[config.mk]
export PLATFORM = sky130hd
export DESIGN_NAME = line_break_brick_generator
export DESIGN_NICKNAME = d
export VERILOG_FILES = /design/src/rtl/lbb_pkg.sv /design/src/rtl/line_break_brick_generator.sv /design/src/rtl/lbb_cell.sv
export SDC_FILE = /design/constraint.sdc
export NUM_CORES = 2
export LEC_CHECK = 0
export BUFFER_PORTS_ARGS = -buffer_cell sky130_fd_sc_hd__buf_4
export CAP_MARGIN = 15
export CORE_ASPECT_RATIO = 0.5
export CORE_MARGIN = 8
export CORE_UTILIZATION = 39
export CTS_CLUSTER_SIZE = 24
export DETAILED_ROUTE_END_ITERATION = 6
export GPL_ROUTABILITY_DRIVEN = 0
export PLACE_DENSITY_LB_ADDON = 0.15
export RECOVER_POWER = 50
export SLEW_MARGIN = 20
export SYNTH_ARGS = -nofsm -noshare
export SYNTH_HDL_FRONTEND = slang
export SYNTH_SLANG_ARGS = --single-unit
[constraint.sdc]
create_clock -name clk_i -period 21.5 [get_ports clk_i]
set_input_delay 3.225 -clock clk_i [delete_from_list [all_inputs] [get_ports clk_i]]
set_output_delay 3.225 -clock clk_i [all_outputs]
set_load 0.02 [all_outputs]
[src/rtl/lbb_pkg.sv]
// Package for the line break brick generator: request/result payload types,
// cell control/compare structs, and shared constants. No dependencies.
`timescale 1ns / 1ps

package lbb_pkg;

  localparam int unsigned FieldPriceBits = 32;
  localparam int unsigned IndexBits      = 24;
  localparam int unsigned WindowBits     = 5;
  localparam int unsigned DefMaxLines    = 16;
  localparam int unsigned DefPriceBits   = 32;

  localparam logic [WindowBits-1:0] WindowReset = WindowBits'(3);
  localparam logic [IndexBits-1:0]  IndexMax    = {IndexBits{1'b1}};

  typedef struct packed {
    logic signed [FieldPriceBits-1:0] close_price;
    logic                             series_start;
  } lbb_req_t;

  typedef struct packed {
    logic        [IndexBits-1:0]      brick_index;
    logic signed [FieldPriceBits-1:0] brick_open;
    logic signed [FieldPriceBits-1:0] brick_close;
    logic                             brick_up;
  } lbb_rsp_t;

  // Per-cell control from the top level.
  typedef struct packed {
    logic shift;   // load neighbor end (or the close at the head)
    logic in_win;  // this cell takes part in the compare
  } cell_ctl_t;

  // Per-cell compare result; both high when the cell is outside the window.
  typedef struct packed {
    logic above;   // close strictly above this end
    logic below;   // close strictly below this end
  } cell_cmp_t;

endpackage

[src/rtl/line_break_brick_generator.sv]
// Top level of the line break brick generator: chain of lbb_cell instances
// plus fill/index/seed control and the output register. Uses lbb_pkg.
`timescale 1ns / 1ps

// Line break (three-line-break style) brick generator. Each request carries
// one close price. A close flagged series_start, or the first close after
// reset, seeds the history and produces no result. Every later close is
// compared at once against the newest min(window_lines, MAX_LINES, ends held)
// brick ends: strictly above all of them gives an up brick, strictly below
// all of them a down brick, anything else produces nothing and changes no
// state. A window of zero turns every close into an up brick. Brick ends
// live in a chain of MAX_LINES cells, newest at the head; a new brick shifts
// the chain by one, so the oldest end falls off the tail. The compare across
// all cells and the min/max verdict are formed in the cycle of acceptance,
// and a request is taken whenever the output register is empty or being
// drained, so one close per clock is sustained. window_lines is to be
// written through the cfg port only while idle; the block does not enforce
// this. Its reset value is 3. brick_index counts from 0 per series and
// saturates at its all-ones value.
module line_break_brick_generator #(
  parameter int unsigned MAX_LINES  = lbb_pkg::DefMaxLines,
  parameter int unsigned PRICE_BITS = lbb_pkg::DefPriceBits
) (
  input  logic                                clk_i,
  input  logic                                rst_ni,
  // close request channel
  input  logic                                in_valid_i,
  output logic                                in_ready_o,
  input  lbb_pkg::lbb_req_t                   in_req_i,
  // brick result channel
  output logic                                out_valid_o,
  input  logic                                out_ready_i,
  output lbb_pkg::lbb_rsp_t                   out_rsp_o,
  // window_lines write channel
  input  logic                                cfg_valid_i,
  output logic                                cfg_ready_o,
  input  logic [lbb_pkg::WindowBits-1:0]      cfg_data_i
);
  import lbb_pkg::*;

  localparam int unsigned FillBits = $clog2(MAX_LINES + 1);

  // ---------------------------------------------------------------------
  // Control state
  // ---------------------------------------------------------------------
  logic [WindowBits-1:0] window_q;
  logic [FillBits-1:0]   fill_q, fill_d;     // ends held in the chain
  logic [IndexBits-1:0]  index_q, index_d;   // index of the next brick
  logic                  seeded_q;
  logic                  out_valid_q;
  lbb_rsp_t              out_rsp_q, out_rsp_d;

  logic in_fire, seed, brick, up, down;

  // Close at the internal price width (sign extended or truncated).
  logic signed [PRICE_BITS-1:0] close;
  assign close = PRICE_BITS'(in_req_i.close_price);

  assign in_ready_o  = !out_valid_q || out_ready_i;
  assign in_fire     = in_valid_i && in_ready_o;
  assign cfg_ready_o = 1'b1;

  // ---------------------------------------------------------------------
  // Cell chain: cell 0 holds the newest end
  // ---------------------------------------------------------------------
  logic signed [PRICE_BITS-1:0] cell_end [MAX_LINES];
  cell_ctl_t                    cell_ctl [MAX_LINES];
  logic [MAX_LINES-1:0]         above_v, below_v;

  for (genvar g = 0; g < MAX_LINES; g++) begin : g_cell
    cell_cmp_t cmp;

    // In window when younger than both the configured window and the fill.
    assign cell_ctl[g].in_win = (32'(window_q) > g) && (32'(fill_q) > g);
    assign cell_ctl[g].shift  = seed || brick;

    if (g == 0) begin : g_head
      lbb_cell #(.PRICE_BITS(PRICE_BITS)) u_cell (
        .clk_i      (clk_i),
        .rst_ni     (rst_ni),
        .ctl_i      (cell_ctl[g]),
        .close_i    (close),
        .prev_end_i (close),
        .end_o      (cell_end[g]),
        .cmp_o      (cmp)
      );
    end else begin : g_body
      lbb_cell #(.PRICE_BITS(PRICE_BITS)) u_cell (
        .clk_i      (clk_i),
        .rst_ni     (rst_ni),
        .ctl_i      (cell_ctl[g]),
        .close_i    (close),
        .prev_end_i (cell_end[g-1]),
        .end_o      (cell_end[g]),
        .cmp_o      (cmp)
      );
    end

    assign above_v[g] = cmp.above;
    assign below_v[g] = cmp.below;
  end

  // Verdict; an empty window leaves every above flag high -> up brick.
  assign seed  = in_fire && (!seeded_q || in_req_i.series_start);
  assign up    = &above_v;
  assign down  = !up && (&below_v);
  assign brick = in_fire && !seed && (up || down);

  // ---------------------------------------------------------------------
  // Next-state logic
  // ---------------------------------------------------------------------
  always_comb begin
    fill_d  = fill_q;
    index_d = index_q;
    if (seed) begin
      fill_d  = FillBits'(1);
      index_d = '0;
    end else if (brick) begin
      if (32'(fill_q) < MAX_LINES) begin
        fill_d = fill_q + FillBits'(1);
      end
      if (index_q != IndexMax) begin
        index_d = index_q + IndexBits'(1);
      end
    end
  end

  always_comb begin
    out_rsp_d.brick_index = index_q;
    out_rsp_d.brick_open  = FieldPriceBits'(cell_end[0]);
    out_rsp_d.brick_close = FieldPriceBits'(close);
    out_rsp_d.brick_up    = up;
  end

  // ---------------------------------------------------------------------
  // Registers
  // ---------------------------------------------------------------------
  always_ff @(posedge clk_i or negedge rst_ni) begin
    if (!rst_ni) begin
      window_q    <= WindowReset;
      fill_q      <= '0;
      index_q     <= '0;
      seeded_q    <= 1'b0;
      out_valid_q <= 1'b0;
    end else begin
      if (cfg_valid_i && cfg_ready_o) begin
        window_q <= cfg_data_i;
      end
      fill_q  <= fill_d;
      index_q <= index_d;
      if (seed) begin
        seeded_q <= 1'b1;
      end
      if (brick) begin
        out_valid_q <= 1'b1;
      end else if (out_ready_i) begin
        out_valid_q <= 1'b0;
      end
    end
  end

  // Result payload, loaded only on a new brick.
  always_ff @(posedge clk_i) begin
    if (brick) begin
      out_rsp_q <= out_rsp_d;
    end
  end

  assign out_valid_o = out_valid_q;
  assign out_rsp_o   = out_rsp_q;

endmodule

[src/rtl/lbb_cell.sv]
// One cell of the brick-end chain: holds a single end, compares it with the
// incoming close, and passes its end to the next cell on a shift. Uses lbb_pkg.
`timescale 1ns / 1ps

module lbb_cell #(
  parameter int unsigned PRICE_BITS = lbb_pkg::DefPriceBits
) (
  input  logic                          clk_i,
  input  logic                          rst_ni,
  input  lbb_pkg::cell_ctl_t            ctl_i,
  input  logic signed [PRICE_BITS-1:0]  close_i,
  input  logic signed [PRICE_BITS-1:0]  prev_end_i,
  output logic signed [PRICE_BITS-1:0]  end_o,
  output lbb_pkg::cell_cmp_t            cmp_o
);
  import lbb_pkg::*;

  logic signed [PRICE_BITS-1:0] end_q;

  // End is only read once written in the current series; cleared on reset.
  always_ff @(posedge clk_i or negedge rst_ni) begin
    if (!rst_ni) begin
      end_q <= '0;
    end else if (ctl_i.shift) begin
      end_q <= prev_end_i;
    end
  end

  assign end_o       = end_q;
  assign cmp_o.above = !ctl_i.in_win || (close_i > end_q);
  assign cmp_o.below = !ctl_i.in_win || (close_i < end_q);

endmodule

# [After elaboration in Yosys (flattened, before gate mapping)]
# Cells that the tools add are included.
[totals] regBits=637 inputBits=43 output_inout_bits=92 word_cells=186
[classes] add_sub_neg=2 n_lt_le_gt_ge=65 n_eq_ne=1 mux=8 reduce_logical=85
[op_table] operator="greater-than comparator 32 bit" n=16
[op_table] operator="< comparator 32 bit" n=16
[op_table] operator="greater-than comparator 5 x 4 -> 1 bit (second input constant)" n=16
[op_table] operator="two-way mux 24 bit" n=3
[op_table] operator="greater-than comparator 5 x 3 -> 1 bit (second input constant)" n=8
[op_table] operator="logical OR 1 bit" n=36
[op_table] operator="AND reduction 16 bit" n=2
[op_table] operator="adder 24 x 1 -> 24 bit (second input constant)" n=1
[op_table] operator="!= test 24 bit (second input constant)" n=1
[op_table] operator="logical AND 1 bit" n=21
[op_table] operator="greater-than comparator 5 x 1 -> 1 bit (second input constant)" n=4
[op_table] operator="greater-than comparator 5 x 2 -> 1 bit (second input constant)" n=4
[op_table] operator="zero test 1 bit" n=20
[op_table] operator="two-way mux 5 bit" n=3
[op_table] operator="nonzero test 2 bit" n=4
[op_table] operator="adder 5 x 1 -> 5 bit (second input constant)" n=1
[op_table] operator="< comparator 5 bit (second input constant)" n=1
[op_table] operator="AND reduction 2 bit" n=2
[op_table] operator="two-way mux 1 bit" n=2

# [Longest topological paths before layout]
[depth] ltp_word=11 ltp_mapped=18

# [By module]
# A second synthesis with hierarchy kept.
[hier_totals] hier_cells=3910 hier_area_um2=37259.5
[by_module_without_submodules] module="lbb_cell" n_inst=16 cells_each=220 area_per_inst_um2=2004.4 seq_area_each_um2=800.8
[by_module_without_submodules] module="line_break_brick_generator" n_inst=1 cells_each=390 area_per_inst_um2=5188.7 seq_area_each_um2=3575.9

# [Least setup slack after synthesis]
# No wires, ideal clock.
[synth_timing] path_type="input port to flip-flop" from="in in_req_i[1] in the netlist's numbering" to="reg out_rsp_q (netlist bit out_rsp_o[0]) (enable)" arrival_ns=9.907 path_slack_ns=11.045 cell_stages=13 n_path_buf=1 path_cell_list="inv_1 ha_1 nor2b_1 o211ai_1 a2111o_1 o211ai_1 a211oi_1 a2111oi_0 o2111ai_1 or4_4 o22ai_4 buf_2 nor2b_1"
[synth_between] elab_chain_len=7 elab_cells_between_ends=70 cone_classes="order compare: 32; reduce/logical: 38"
[synth_rtl] element="start: declaration" line_no="line_break_brick_generator.sv:29" source="input lbb_pkg::lbb_req_t in_req_i,"
[synth_rtl] element="greater-than comparator 32 bit" line_no="lbb_cell.sv:30" source="assign cmp_o.above = !ctl_i.in_win || (close_i > end_q);"
[synth_rtl] element="logical OR 1 bit" line_no="lbb_cell.sv:30"
[synth_rtl] element="AND reduction 16 bit" line_no="line_break_brick_generator.sv:105" source="assign up = &above_v;"
[synth_rtl] element="zero test 1 bit" line_no="line_break_brick_generator.sv:106" source="assign down = !up && (&below_v);"
[synth_rtl] element="logical AND 1 bit" line_no="line_break_brick_generator.sv:106"
[synth_rtl] element="logical OR 1 bit *" line_no="line_break_brick_generator.sv:107" source="assign brick = in_fire && !seed && (up || down);"
[synth_rtl] element="logical AND 1 bit *" line_no="line_break_brick_generator.sv:107"
[synth_rtl] element="net brick" line_no="line_break_brick_generator.sv:53" source="logic in_fire, seed, brick, up, down;"
[synth_rtl] element="end signal: assignment" line_no="line_break_brick_generator.sv:165" source="out_rsp_q <= out_rsp_d;"
[synth_rtl] element="end: declaration" line_no="line_break_brick_generator.sv:51" source="lbb_rsp_t out_rsp_q, out_rsp_d;"
# Mark *: on every way through the listed nets, which the timed path passes. The rest lies on a longest branch.
# A chain may end at the register's enable or synchronous reset.

==> summary.txt <==
Clock Tree Root = clkbuf_16
Comb pwr share = 42.9%
Failing checks = capacitance limit, slew limit
Final period demand of the worst path = 12,950 ps
Worst hold path type = reg -> reg
Yosys top cell by area = dfrtp_1
Max-slew violation count = 727
Clk network pwr share = 21.9%
Area Overhead vs Synth = 10.94%
Clock Pin Slew Worst Setup and Hold Paths = 60 ps
Fmax achieved = 77.25 MHz
Antenna Cells = 0
Vias/cell = 5.252
Vias = 27.61k
Beginning of the worst hold path = g_cell[0].g_head.u_cell.end_o[11]$_DFFE_PN0P_
Max_slew headroom = -274.9%
Via count of the first global-routing pass = 27.61k
Max Cap Viol = 20
Flop pwr share = 35.1%
CP Cell Sequence = clkbuf_1 -> clkbuf_1 -> clkbuf_1
Fraction of layout cells with a size suffix above 1 = 3.598%
GRT Util Overall = 19.23%
Worst VDD drop = 0.1238 mV
Crit-path most repeated cell = clkbuf_1
Die area = 103,600 um^2
Cell Int Power = 3.210 mW
CTS Hold Bufs = 0
Count of cell types in the netlist = 75
Mapped Cells = 3,861
Grt total ovfl = 0
FILL cells = 9,193
First-pass GRT wire length = 158.9 mm
Io pins = 135
Hold Path End = out_rsp_o[44]$_DFFE_PP_
Mean area per synthesized cell = 9.396 um^2
Die span in x = 447.3 um
Kind of critical path = in -> async
Worst Path Max Fanout = 96
WL/cell = 19.08 um
Top FF cell, synth = dfrtp_1
Largest stage delay, worst path = 3730 ps
Drt first pass iters = 5
FF-to-FF Start = g_cell[0].g_head.u_cell.end_o[29]$_DFFE_PN0P_
Setup TNS Final = 0 ps
Post_cts resized = 0
Hpwl dp = 74.76 mm
Post-Synthesis Cell Area = 36,280 um^2
Post-layout nets = 4,510
Share of the synthesized area in the top cell type = 37.66%
Post-route ant nets = 0
Clk_lat worst skew = 670 ps
Net Sw Frac = 42.57%
Post-synth EDFFs = 89
Seq/Total Area, Yosys = 45.18%
RR Endpoint = g_cell[9].g_body.u_cell.end_o[16]$_DFFE_PN0P_
Run status = complete, but fails checks
Synth async-reset ratio = 86.03%
Total power = 5.590 mW
Post-Route WL = 100.3 mm
CORE AREA = 92,620 um^2
Clock Sinks = 637
Largest net degree at the start of global routing = 256
Reg-to-reg setup timing slack = 13,720 ps
Net Sw Power = 2.380 mW
DRC Markers = 0
Worst Path Arrival = 12,800 ps
PortBufs = 133
CP startpoint kind = input port
H-tree level count = 2
Unrepaired setup endpoints after global routing = false
CTS Buf Count = 61
Fin. Hold Viols = 0
Synth Register Bits = 637
Hold path depth = 0
Site row count = 79
Fin crit share = 60.21%
Starting Density = 39.17%
Multi-input gate area = 17,310 um^2
Final setup vio count = 0
CTS Buffer Depth = 3
Slowest CP cell = clkbuf_1
Leak Pwr = 17.63 nW
Transition time of the tightest slew-check pin = 5623 ps
Crit end category = asynchronous set/reset pin
Vert. Die Dim = 231.7 um
Initial drt markers = 2,004
Required @ worst endpoint = 21,360 ps
Yosys Warn Count = 0
Area contributors post-synth = dfrtp_1 (38%), ha_1 (18%), edfxtp_1 (7.4%), nand2_1 (6.2%), o21ai_1 (5.8%)
P per Cell Area = 138.9 nW/um^2
Syn_nets = 4,422
Postcts setup bufs = 0
Worst Skew = 39.43 ps
CTS tree = built
Worst r2r path cells = 18
Register Area = 16,390 um^2
Initial antenna violation count = 3
-- metrics by stage --
| stage | instances | hold slack, ps | utilization, % | instance area, um^2 | worst slack, ps |
|---|---|---|---|---|---|
| floorplan | 3861 | 442.7 | - | 36280 | 11040 |
| global placement | 5141 | 454.0 | 41.54 | 38470 | 10680 |
| detailed placement | 5141 | 465.1 | 41.54 | 38470 | 10640 |
| CTS | 5257 | 477.6 | 43.98 | 40730 | 11350 |
| global route | 5257 | 494.3 | 43.45 | 40240 | 6125 |
| finish | 5257 | 475.9 | 43.45 | 40240 | 8555 |
-- power groups by stage --
stage,Combinational [mW],Clock (mW),Sequential [mW]
2_1_floorplan,1.71,0,1.98
3_3_place_gp,2.37,0,1.98
3_5_place_dp,2.45,0,1.99
4_1_cts,2.46,1.26,1.97
5_1_grt,2.74,1.31,2.03
6_report,2.40,1.23,1.96
-- routing by layer --
metal | vias up | share of wire (%) | GRT usage, %
met2 | 550 | 41 | 28.47
met5 | - | 0.0070 | 0
met4 | 2 | 2.2 | 4.281
met1 | 13140 | 51 | 28.63
li1 | 13780 | - | -
met3 | 141 | 5.9 | 4.227
-- worst max-delay path by stage --
stage | start | to | slack (ps)
after floorplan | in_req_i[1] | out_rsp_o[0]$_DFFE_PP_ | 11040
after global placement | in_req_i[32] | g_cell[10].g_body.u_cell.end_o[18]$_DFFE_PN0P_ | 10680
after detailed placement | in_req_i[32] | g_cell[10].g_body.u_cell.end_o[16]$_DFFE_PN0P_ | 10640
after CTS | in_req_i[32] | g_cell[9].g_body.u_cell.end_o[16]$_DFFE_PN0P_ | 11350
after global routing | rst_ni | g_cell[11].g_body.u_cell.end_o[14]$_DFFE_PN0P_ | 6120
final | rst_ni | g_cell[11].g_body.u_cell.end_o[14]$_DFFE_PN0P_ | 8550
-- flip-flops by register name, summed over array words and instances, names as in the netlist --
signal	count
out_valid_o	1
fill_q	5
index_q	24
seeded_q	1
window_q	5
g_cell.g_body.u_cell.end_o	480
out_rsp_o	89
g_cell.g_head.u_cell.end_o	32
-- final cells by class --
| class | count | share of cell area [%] |
|---|---|---|
| well taps | 1255 | 3.902 |
| flip-flops and latches | 637 | 40.72 |
| repair buffers | 157 | 1.788 |
| clock inverters | 34 | 1.265 |
| clock buffers | 82 | 4.343 |
| inverters | 534 | 4.981 |
| multi-input cells | 2558 | 43.00 |
-- synthesized netlist by cell type (all sizes together), types with 5 or more instances --
master,count
mux2,51
nand4,128
buf,52
o41ai,7
nand2,603
nand3,74
a31oi,8
and4,12
a211o,5
nor2,41
xor2,7
and3,13
a41oi,7
o211ai,36
a2111o,9
a22o,7
o21a,6
a21oi,240
ha,518
nor4,30
or4,11
a22oi,9
dfrtp,546
mux2i,8
a211oi,15
o21ai,549
nor2b,22
and2,5
inv,534
clkbuf,80
o31ai,9
edfxtp,89
nor3,27
a21o,28
a221oi,17
nand2b,7
-- worst max-delay path, delay by kind of cell --
family	cells	cell delay, ps
buffers and inverters	3	9400
-- cells in the final DEF (no fill, tap or decap), types with 10 or more instances in the layout --
cell type,instances
bufinv_16,12
o211ai_1,36
or4_1,10
ha_1,518
o21ai_1,420
a211oi_1,15
nor2_1,40
nand2_1,602
nor3_1,27
a221oi_1,17
dfrtp_1,546
o21ai_0,128
clkinv_2,10
and3_1,13
nor4_1,29
mux2_1,46
nor2b_1,21
a21o_1,28
and4_1,12
clkbuf_1,139
nand3_1,74
clkbuf_8,10
nand4_1,128
buf_4,23
a21oi_1,240
edfxtp_1,89
clkbuf_16,63
inv_1,534
-- cell families after synthesis --
| group | after synthesis | share of synthesized area, % |
|---|---|---|
| AO/OA/AOI/OAI | 990 | 15.43 |
| AND/OR/NAND/NOR | 981 | 12.32 |
| buffers and inverters | 666 | 7.178 |
| flip-flops | 637 | 45.18 |
| adder cells (fa/ha/maj) | 518 | 17.87 |
| multiplexers | 59 | 1.804 |
| XOR/XNOR | 9 | 0.2173 |
| other | 1 | 0.01034 |
Power figures use the tool's default switching activity.
